`config.mk`:
```
export PLATFORM = sky130hd
export DESIGN_NAME = gcd_lcm_unit_flat
export DESIGN_NICKNAME = d
export VERILOG_FILES = /design/src/rtl/core/gcl_pkg.sv /design/src/rtl/core/gcl_if.sv /design/src/rtl/core/gcl_datapath.sv /design/src/rtl/core/gcl_controller.sv /design/src/rtl/core/gcd_lcm_unit.sv /design/src/flat_wrapper.sv
export SDC_FILE = /design/constraint.sdc
export NUM_CORES = 2
export LEC_CHECK = 0
export BUFFER_PORTS_ARGS = -buffer_cell sky130_fd_sc_hd__buf_2
export CAP_MARGIN = 20
export CORE_ASPECT_RATIO = 0.6
export CORE_MARGIN = 5
export CORE_UTILIZATION = 55
export DETAILED_ROUTE_END_ITERATION = 10
export PLACE_DENSITY = 0.72
export SETUP_SLACK_MARGIN = 0.2
export SYNTH_ARGS = -nofsm -noshare
export SYNTH_HDL_FRONTEND = slang
export SYNTH_SLANG_ARGS = --single-unit
```
`constraint.sdc`:
```
create_clock -name clk -period 8.1 [get_ports clk]
set_input_delay 1.62 -clock clk [delete_from_list [all_inputs] [get_ports clk]]
set_output_delay 1.62 -clock clk [all_outputs]
set_load 0.05 [all_outputs]
```
`src/rtl/core/gcl_pkg.sv`:
```
// gcl_pkg: shared constants and controller/datapath command and status types
// for the GCD/LCM unit. No dependencies.
`default_nettype none
package gcl_pkg;

    localparam int DATA_WIDTH_DEFAULT = 32;
    localparam int OPERAND_WIDTH      = 32;
    localparam int DIVISOR_WIDTH      = 32;
    localparam int MULTIPLE_WIDTH     = 63;
    localparam int PRODUCT_EXT_WIDTH  = 64;

    typedef struct packed {
        logic load;
        logic gcd_div_start;
        logic lcm_div_start;
        logic div_step;
        logic swap;
        logic mul;
        logic write_out;
    } gcl_cmd_t;

    typedef struct packed {
        logic y_zero;
        logic div_last;
    } gcl_status_t;

endpackage
`default_nettype wire

```
`src/rtl/core/gcl_if.sv`:
```
// gcl_if: valid/ready channel interfaces for operand requests and results.
// Depends on gcl_pkg for field widths.
`default_nettype none
interface gcl_req_if
    import gcl_pkg::*;
();
    logic                            valid;
    logic                            ready;
    logic signed [OPERAND_WIDTH-1:0] first_value;
    logic signed [OPERAND_WIDTH-1:0] second_value;

    modport source (output valid, output first_value, output second_value, input ready);
    modport sink   (input valid, input first_value, input second_value, output ready);
endinterface

interface gcl_rsp_if
    import gcl_pkg::*;
();
    logic                      valid;
    logic                      ready;
    logic [DIVISOR_WIDTH-1:0]  divisor_result;
    logic [MULTIPLE_WIDTH-1:0] multiple_result;

    modport source (output valid, output divisor_result, output multiple_result, input ready);
    modport sink   (input valid, input divisor_result, input multiple_result, output ready);
endinterface
`default_nettype wire

```
`src/rtl/core/gcl_datapath.sv`:
```
// gcl_datapath: operand magnitudes, Euclid registers, shared restoring
// divider, LCM multiplier and result registers. Depends on gcl_pkg.
`default_nettype none
module gcl_datapath
    import gcl_pkg::*;
#(
    parameter int DATA_WIDTH = DATA_WIDTH_DEFAULT
) (
    input  wire logic                      clk,
    input  wire gcl_cmd_t                  cmd,
    output gcl_status_t                    status,
    input  wire logic [OPERAND_WIDTH-1:0]  first_value,
    input  wire logic [OPERAND_WIDTH-1:0]  second_value,
    output logic [DIVISOR_WIDTH-1:0]       divisor_result,
    output logic [MULTIPLE_WIDTH-1:0]      multiple_result
);

    localparam int W     = DATA_WIDTH;
    localparam int CNT_W = $clog2(W);

    logic [W-1:0]     ma_reg, mb_reg, x_reg, y_reg, d_reg, quo_reg;
    logic [W:0]       rem_reg;
    logic [CNT_W-1:0] cnt_reg;
    logic [2*W-1:0]   prod_reg;
    logic [DIVISOR_WIDTH-1:0]  gcd_out_reg;
    logic [MULTIPLE_WIDTH-1:0] lcm_out_reg;

    logic [W-1:0] mag_a, mag_b;
    logic [W:0]   rem_sh, rem_diff;
    logic [PRODUCT_EXT_WIDTH-1:0] prod_ext;

    function automatic logic [W-1:0] magnitude(input logic [OPERAND_WIDTH-1:0] raw);
        logic [W-1:0] v;
        v = raw[W-1:0];
        return v[W-1] ? (~v + W'(1)) : v;
    endfunction

    assign mag_a    = magnitude(first_value);
    assign mag_b    = magnitude(second_value);
    assign rem_sh   = {rem_reg[W-1:0], quo_reg[W-1]};
    assign rem_diff = rem_sh - {1'b0, d_reg};
    assign prod_ext = PRODUCT_EXT_WIDTH'(prod_reg);

    assign status.y_zero   = (y_reg == '0);
    assign status.div_last = (cnt_reg == CNT_W'(W - 1));

    assign divisor_result  = gcd_out_reg;
    assign multiple_result = lcm_out_reg;

    always_ff @(posedge clk)
    begin
        if (cmd.load)
        begin
            ma_reg <= mag_a;
            mb_reg <= mag_b;
            x_reg  <= mag_a;
            y_reg  <= mag_b;
        end
        if (cmd.swap)
        begin
            x_reg <= y_reg;
            y_reg <= rem_reg[W-1:0];
        end
        if (cmd.gcd_div_start)
        begin
            quo_reg <= x_reg;
            d_reg   <= y_reg;
            rem_reg <= '0;
            cnt_reg <= '0;
        end
        else if (cmd.lcm_div_start)
        begin
            quo_reg <= ma_reg;
            d_reg   <= x_reg;
            rem_reg <= '0;
            cnt_reg <= '0;
        end
        else if (cmd.div_step)
        begin
            if (!rem_diff[W])
            begin
                rem_reg <= rem_diff;
                quo_reg <= {quo_reg[W-2:0], 1'b1};
            end
            else
            begin
                rem_reg <= rem_sh;
                quo_reg <= {quo_reg[W-2:0], 1'b0};
            end
            cnt_reg <= cnt_reg + CNT_W'(1);
        end
        if (cmd.mul)
        begin
            prod_reg <= quo_reg * mb_reg;
        end
        if (cmd.write_out)
        begin
            gcd_out_reg <= DIVISOR_WIDTH'(x_reg);
            lcm_out_reg <= prod_ext[MULTIPLE_WIDTH-1:0];
        end
    end

endmodule
`default_nettype wire

```
`src/rtl/core/gcl_controller.sv`:
```
// gcl_controller: sequencer for Euclid steps, LCM divide and multiply, and
// result handshake. Depends on gcl_pkg.
`default_nettype none
module gcl_controller
    import gcl_pkg::*;
(
    input  wire logic        clk,
    input  wire logic        rst_n,
    input  wire logic        in_valid,
    output logic             in_ready,
    output logic             out_valid,
    input  wire logic        out_ready,
    input  wire gcl_status_t status,
    output gcl_cmd_t         cmd
);

    localparam logic [2:0] S_IDLE  = 3'd0;
    localparam logic [2:0] S_CHECK = 3'd1;
    localparam logic [2:0] S_GDIV  = 3'd2;
    localparam logic [2:0] S_SWAP  = 3'd3;
    localparam logic [2:0] S_LDIV  = 3'd4;
    localparam logic [2:0] S_MUL   = 3'd5;
    localparam logic [2:0] S_DONE  = 3'd6;

    logic [2:0] state_reg, state_next;
    logic       out_valid_reg, out_valid_next;

    assign in_ready  = (state_reg == S_IDLE);
    assign out_valid = out_valid_reg;

    always_comb
    begin
        cmd        = '0;
        state_next = state_reg;
        unique case (state_reg)
            S_IDLE:
            begin
                if (in_valid)
                begin
                    cmd.load   = 1'b1;
                    state_next = S_CHECK;
                end
            end
            S_CHECK:
            begin
                if (status.y_zero)
                begin
                    cmd.lcm_div_start = 1'b1;
                    state_next        = S_LDIV;
                end
                else
                begin
                    cmd.gcd_div_start = 1'b1;
                    state_next        = S_GDIV;
                end
            end
            S_GDIV:
            begin
                cmd.div_step = 1'b1;
                if (status.div_last)
                begin
                    state_next = S_SWAP;
                end
            end
            S_SWAP:
            begin
                cmd.swap   = 1'b1;
                state_next = S_CHECK;
            end
            S_LDIV:
            begin
                cmd.div_step = 1'b1;
                if (status.div_last)
                begin
                    state_next = S_MUL;
                end
            end
            S_MUL:
            begin
                cmd.mul    = 1'b1;
                state_next = S_DONE;
            end
            S_DONE:
            begin
                if (!out_valid_reg || out_ready)
                begin
                    cmd.write_out = 1'b1;
                    state_next    = S_IDLE;
                end
            end
            default:
            begin
                state_next = S_IDLE;
            end
        endcase
    end

    always_comb
    begin
        out_valid_next = out_valid_reg;
        priority if (cmd.write_out)
        begin
            out_valid_next = 1'b1;
        end
        else if (out_ready)
        begin
            out_valid_next = 1'b0;
        end
    end

    always_ff @(posedge clk or negedge rst_n)
    begin
        if (!rst_n)
        begin
            state_reg     <= S_IDLE;
            out_valid_reg <= 1'b0;
        end
        else
        begin
            state_reg     <= state_next;
            out_valid_reg <= out_valid_next;
        end
    end

endmodule
`default_nettype wire

```
`src/rtl/core/gcd_lcm_unit.sv`:
```
// gcd_lcm_unit: top level joining controller and datapath.
// Depends on gcl_pkg, gcl_if, gcl_controller, gcl_datapath.
//
// Usage:
//   req channel carries first_value and second_value (signed, low DATA_WIDTH
//   bits used, bit DATA_WIDTH-1 is the sign). rsp channel returns
//   divisor_result (gcd of magnitudes) and multiple_result (lcm).
//   One request at a time: req.ready is high only while the sequencer idles.
//   Each request runs the Euclid remainder steps (up to about 46 at
//   32 bits), each done by the shared bit-serial restoring divider at one
//   quotient bit per cycle; the LCM then takes one more divide and one
//   registered multiply.
//   The result sits in an output register; a new request is taken while it
//   waits. If rsp.ready stays low, the next result is held back until the
//   pending one is taken.
//   Reset clears the sequencer and rsp.valid; the datapath registers are not reset.
`default_nettype none
module gcd_lcm_unit
    import gcl_pkg::*;
#(
    parameter int DATA_WIDTH = DATA_WIDTH_DEFAULT
) (
    input  wire logic clk,
    input  wire logic rst_n,
    gcl_req_if.sink   req,
    gcl_rsp_if.source rsp
);

    gcl_cmd_t    cmd;
    gcl_status_t status;

    gcl_controller u_ctrl (
        .clk       (clk),
        .rst_n     (rst_n),
        .in_valid  (req.valid),
        .in_ready  (req.ready),
        .out_valid (rsp.valid),
        .out_ready (rsp.ready),
        .status    (status),
        .cmd       (cmd)
    );

    gcl_datapath #(
        .DATA_WIDTH (DATA_WIDTH)
    ) u_dp (
        .clk             (clk),
        .cmd             (cmd),
        .status          (status),
        .first_value     (req.first_value),
        .second_value    (req.second_value),
        .divisor_result  (rsp.divisor_result),
        .multiple_result (rsp.multiple_result)
    );

endmodule
`default_nettype wire

```
`src/flat_wrapper.sv`:
```
// flat-port wrapper written by rule: the top's interface ports become plain ports
module gcd_lcm_unit_flat import gcl_pkg::*;
#(
    parameter int DATA_WIDTH = DATA_WIDTH_DEFAULT
)
  (clk, rst_n, req_valid, req_first_value, req_second_value, req_ready, rsp_valid, rsp_divisor_result, rsp_multiple_result, rsp_ready);
  gcl_req_if req_i ();
  gcl_rsp_if rsp_i ();
  input  wire logic clk;
  input  wire logic rst_n;
  input wire logic [$bits(req_i.valid)-1:0] req_valid;
  input wire logic [$bits(req_i.first_value)-1:0] req_first_value;
  input wire logic [$bits(req_i.second_value)-1:0] req_second_value;
  output wire logic [$bits(req_i.ready)-1:0] req_ready;
  output wire logic [$bits(rsp_i.valid)-1:0] rsp_valid;
  output wire logic [$bits(rsp_i.divisor_result)-1:0] rsp_divisor_result;
  output wire logic [$bits(rsp_i.multiple_result)-1:0] rsp_multiple_result;
  input wire logic [$bits(rsp_i.ready)-1:0] rsp_ready;
  assign req_i.valid = req_valid;
  assign req_i.first_value = req_first_value;
  assign req_i.second_value = req_second_value;
  assign req_ready = req_i.ready;
  assign rsp_valid = rsp_i.valid;
  assign rsp_divisor_result = rsp_i.divisor_result;
  assign rsp_multiple_result = rsp_i.multiple_result;
  assign rsp_i.ready = rsp_ready;
  gcd_lcm_unit #(.DATA_WIDTH(DATA_WIDTH)) u_core (.clk(clk), .rst_n(rst_n), .req(req_i), .rsp(rsp_i));
endmodule
```
# Word level (Yosys, flattened, before mapping)
# Index checks and enable logic that the tools add are counted.
# totals
input_bits	68
reg_bits	391
elab_cells	73
# classes
n_addsub	4
n_reduce_logical	11
eq_ne	11
bitwise	2
mul	1
n_mux	31
# op_table
operator	count
$mux W32	12
$add A32 B1 Y32 const B	2
$not A32 Y32	2
$mul A32 B32 Y63	1
$sub A33 B32 Y33	1
$logic_not A32 Y1	1
$pmux W3 S7	1
$mux W3	5
$mux W1	12
$eq A3 B3 Y1 const B	3
$eq A3 B2 Y1 const B	2
$reduce_bool A2 Y1	3
$add A5 B1 Y5 const B	1
$eq A5 B5 Y1 const B	1
$ne A2 B1 Y1 const B	2
$ne A2 B2 Y1 const B	2
$reduce_and A4 Y1	1
$reduce_or A2 Y1	2
$eq A3 B1 Y1 const B	1
$logic_not A3 Y1	1
$reduce_bool A3 Y1	1
$mux W2	1
$logic_not A1 Y1	1
$logic_or A1 B1 Y1	1

# Logic depth before layout (Yosys ltp)
# depth
depth_word	6
depth_mapped	28
mapped_depth_nobuf	26

# Modules after synthesis
# A second synthesis with hierarchy kept.
# hier_totals
hier_cells	4999
area_unflattened_um2	50557.2
# modules_own_cells
module	seq_area_each_um2	area_each_um2	instances	cells_per_inst
gcl_datapath	11250.8	50267.0	1	4967
gcl_controller	100.1	290.3	1	32

# Least setup slack after synthesis
# OpenSTA, ideal clock, no wires.
# synth_path
path_kind	input-to-reg
startpoint	in rsp_ready
endpoint	reg u_core.u_dp.gcd_out_reg[0] (netlist: u_core.u_dp.divisor_result[0]), enable pin
stages	2
path_slack_ns	-1.289
t_required_ns	7.415
arrival_time_ns	8.704
n_path_buf	0
path_cell_list	nand2b_1 -> nor3b_1
# synth_lines
element	line_no	rtl
start: declaration	flat_wrapper.sv:18	input wire logic [$bits(rsp_i.ready)-1:0] rsp_ready;
end signal: assignment	gcl_datapath.sv:98	gcd_out_reg <= DIVISOR_WIDTH'(x_reg);
end: declaration	gcl_datapath.sv:25	logic [DIVISOR_WIDTH-1:0] gcd_out_reg;

# Final worst setup path
# layout_path
startpoint	reg u_core.u_dp.mb_reg[14]
endpoint	reg u_core.u_dp.prod_reg[58] (netlist: u_core.u_dp.prod_ext[58]) (data pin)
# layout_via
elab_chain_cells	1
# layout_rtl
element	line_no	rtl
start: declaration	gcl_datapath.sv:21	logic [W-1:0] ma_reg, mb_reg, x_reg, y_reg, d_reg, quo_reg;
start signal: assignment	gcl_datapath.sv:55	mb_reg <= mag_b;
$mul A32 B32 Y63	gcl_datapath.sv:94	prod_reg <= quo_reg * mb_reg;
end signal: assignment	gcl_datapath.sv:94	
end: declaration	gcl_datapath.sv:24	logic [2*W-1:0] prod_reg;
# No other way between the ends.
# A chain may end at the register's enable or synchronous reset.

==> metrics.md <==
| Metric | Value |
|---|---|
| Synth warn | 0 |
| Kind of start point of the critical path | flip-flop |
| Die height | 243.8 um |
| Yosys top cell area share | a little over a third |
| Hold_ws | 0.3923 ns |
| Row count | 85 |
| Crit path kind | flip-flop to flip-flop |
| DRC viols | 0 |
| Area Overhead vs Synth | 10.66% |
| Post-synth top area cell | fa_1 |
| Via count | between 30,000 and 40,000 |
| Bufs on Longest Clock Path | 3 |
| Synth cell count leaders | 945 x inv_1, 896 x fa_1, 603 x nand2_1 |
| Largest net degree at the start of global routing | 77 |
| Starting Density | 55.68% |
| Routability cong. | roughly 0.96 |
| Synth area leaders | fa_1 36%, edfxtp_1 21%, ha_1 7.3% |
| Mapped cell area | roughly 50,000 um2 |
| First-pass DRT Iterations | 8 |
| Post-synth EDFFs | 350 |
| Total global routing overflow | 0 |
| Seq/Total Area, Yosys | around 23% |
| Hold Vio Cnt, Final | 0 |
| Fin nets | approximately 6,400 |
| CTS tree | built |
| Seq cells post-synth | 391 |
| Share of cells above drive strength 1 | between 10 and 15% |
| DP HPWL | approximately 100,000 um |
| Worst min path class | flip-flop to flip-flop |
| Outcome | finished clean |
| TNS Setup | 0 ns |
| Fill cells | about 7,400 |
| Fmax | about 0.13 GHz |
| Final WL | between 100,000 and 150,000 um |
| TritonCTS Buffers | 43 |
| CTS H-tree depth | 2 |
| Arrival time of the worst setup path | between 8 and 9 ns |
| First-pass GRT wire length | approximately 210,000 um |
| CP required | about 8.5 ns |
| Input/output buffers | roughly 160 |
| RSZ-0062 raised after global routing | no |
| Setup WS post-layout | between 0.3 and 0.4 ns |
| Core ar. | 89,970 um2 |
| Pre-CTS setup slack | about 0.021 ns |
| Syn_nets | slightly above 6,000 |
| Cell variety after synth | between 70 and 80 |
| Worst Tran Pin Value | 1.126 ns |
| Fin crit period | around 7.8 ns |
| Post-Synthesis Cells | just under 5,000 |
| Most frequent cell after synthesis | inv_1 |
| Worst setup EP type | flip-flop |
| Setup Skew | between 0.04 and 0.05 ns |
| Clk_lat worst skew | 0.61 ns |
| Detailed-route wire length per cell | 20.93 um |
| Post-route ant nets | 0 |
| Via density | around 5.6 |
| Clock-pin slew on the worst setup and hold paths | around 0.07 ns |
| Crit-path max FO | 7 |
| Most used DFF post-synth | edfxtp_1 |
| Asr flop ratio synth | under 10% |
| Initial antenna violation count | 5 |
| Max Slew Vio Count | 0 |
| Vias in the first global route | between 30,000 and 40,000 |
| Total I/O pin count | ~170 |
| CTS Root Cell | clkbuf_16 |
| Tcrit/Tclk final | 95.77% |
| CTS hold repair buffers | 0 |
| Relative slew slack | 24.96% |
| All-Layer GR Usage | ~27% |
| Die area | roughly 97,000 um2 |
| Synthesized area per cell | just over 10 um2 |
| Clock Sinks | slightly below 400 |
| Drt initial violations | just over 3,000 |
| Die width | ~400 um |
| # setup viols final | 0 |
| Maximum Capacitance Violations | 0 |
what timing repair did:
action                                 in CTS  in global routing
endpoints found under the hold margin       0                  0
setup endpoints to repair                   9                 17
gates cloned                                0                  7
pin swaps                                   1                 56
buffers inserted                           23                 35
gates resized for setup                     4                 78
path summary, 6_finish.rpt:
| check | startpoint | endpoint | slack, ns | depth (start not counted) |
|---|---|---|---|---|
| min in group asynchronous | rst_n | u_core.u_ctrl.state_reg[0] | 0.82 | 1 |
| min | u_core.u_dp.prod_ext[34] | u_core.u_dp.multiple_result[34] | 0.39 | 0 |
| max | u_core.u_dp.mb_reg[14] | u_core.u_dp.prod_ext[58] | 0.34 | 24 |
| min reg2reg | u_core.u_dp.prod_ext[34] | u_core.u_dp.multiple_result[34] | 0.39 | 0 |
| max in group asynchronous | rst_n | u_core.u_ctrl.state_reg[1] | 7.17 | 1 |
| max reg2reg | u_core.u_dp.mb_reg[14] | u_core.u_dp.prod_ext[58] | 0.34 | 24 |
final cells by class:
type	instances	area [um2]	area share [%]
timing repair buffer	394	3090	5.574
antenna	1	2.502	0.004513
clock buffer	55	1131	2.040
multi-input combinational	3319	34540	62.30
tap	1218	1524	2.749
inverter	947	3555	6.411
clock inverter	23	249.0	0.4491
sequential	391	11350	20.47
metal layers:
layer,vias up,wire [um],track usage [%]
met1,18122,58430,41.75
met5,-,58,0
met3,142,14590,6.869
li1,15576,-,-
met2,1652,57460,39.60
met4,8,2353,5.680
critical path, stage by stage, from the launching register on:
cell	delay (ns)
edfxtp_1	0.45
buf_12	0.18
buf_6	0.14
and2_4	0.16
fa_2	0.46
fa_1	0.52
inv_1	0.07
fa_2	0.58
fa_1	0.44
fa_1	0.55
inv_1	0.06
fa_2	0.58
fa_1	0.48
fa_1	0.58
ha_4	0.22
nand2_2	0.07
nor2_1	0.05
a211oi_2	0.23
o211ai_1	0.16
a22o_1	0.23
a41o_1	0.29
a21bo_4	0.27
a31o_4	0.25
a2111o_1	0.40
o311ai_0	0.10
cell usage in the layout, fill, tap and decap left out, drive strengths merged, types with 26 or more instances in the layout:
cell type    n
inv        954
a21oi      106
nor2        90
o21ai      121
nand2      603
mux2i       34
and2       555
edfxtp     350
ha         293
clkbuf      63
a211oi      26
dfxtp       37
nor3        35
mux2        96
buf        386
a21o        40
xnor2      106
fa         896
xor2        43
per-stage QoR:
| stage | util, % | instance area [um2] | std cells |
|---|---|---|---|
| 2_1_floorplan | - | 50110 | 4919 |
| 3_3_place_gp | 59.01 | 53100 | 6203 |
| 3_5_place_dp | 59.01 | 53100 | 6203 |
| 4_1_cts | 60.77 | 54680 | 6304 |
| 5_1_grt | 61.62 | 55440 | 6348 |
| 6_report | 61.62 | 55440 | 6348 |
logic make-up (layout without fill, tap and decap cells):
group / after synthesis / in the layout / share of synthesized area (%)
buffers and inverters: 1209 / 1419 / 9.058
adders and majority gates: 1189 / 1189 / 43.12
xor gates and xnor gates: 149 / 149 / 2.605
muxes: 130 / 130 / 2.837
DFF: 391 / 391 / 22.66
and+or+nand+nor: 1422 / 1422 / 14.29
AOI/OAI and AO/OA: 429 / 429 / 5.437
other: 0 / 1 / 0
Power is not shown: default switching activity piles up to over one toggle a cycle in this logic, so the estimate is an artifact.
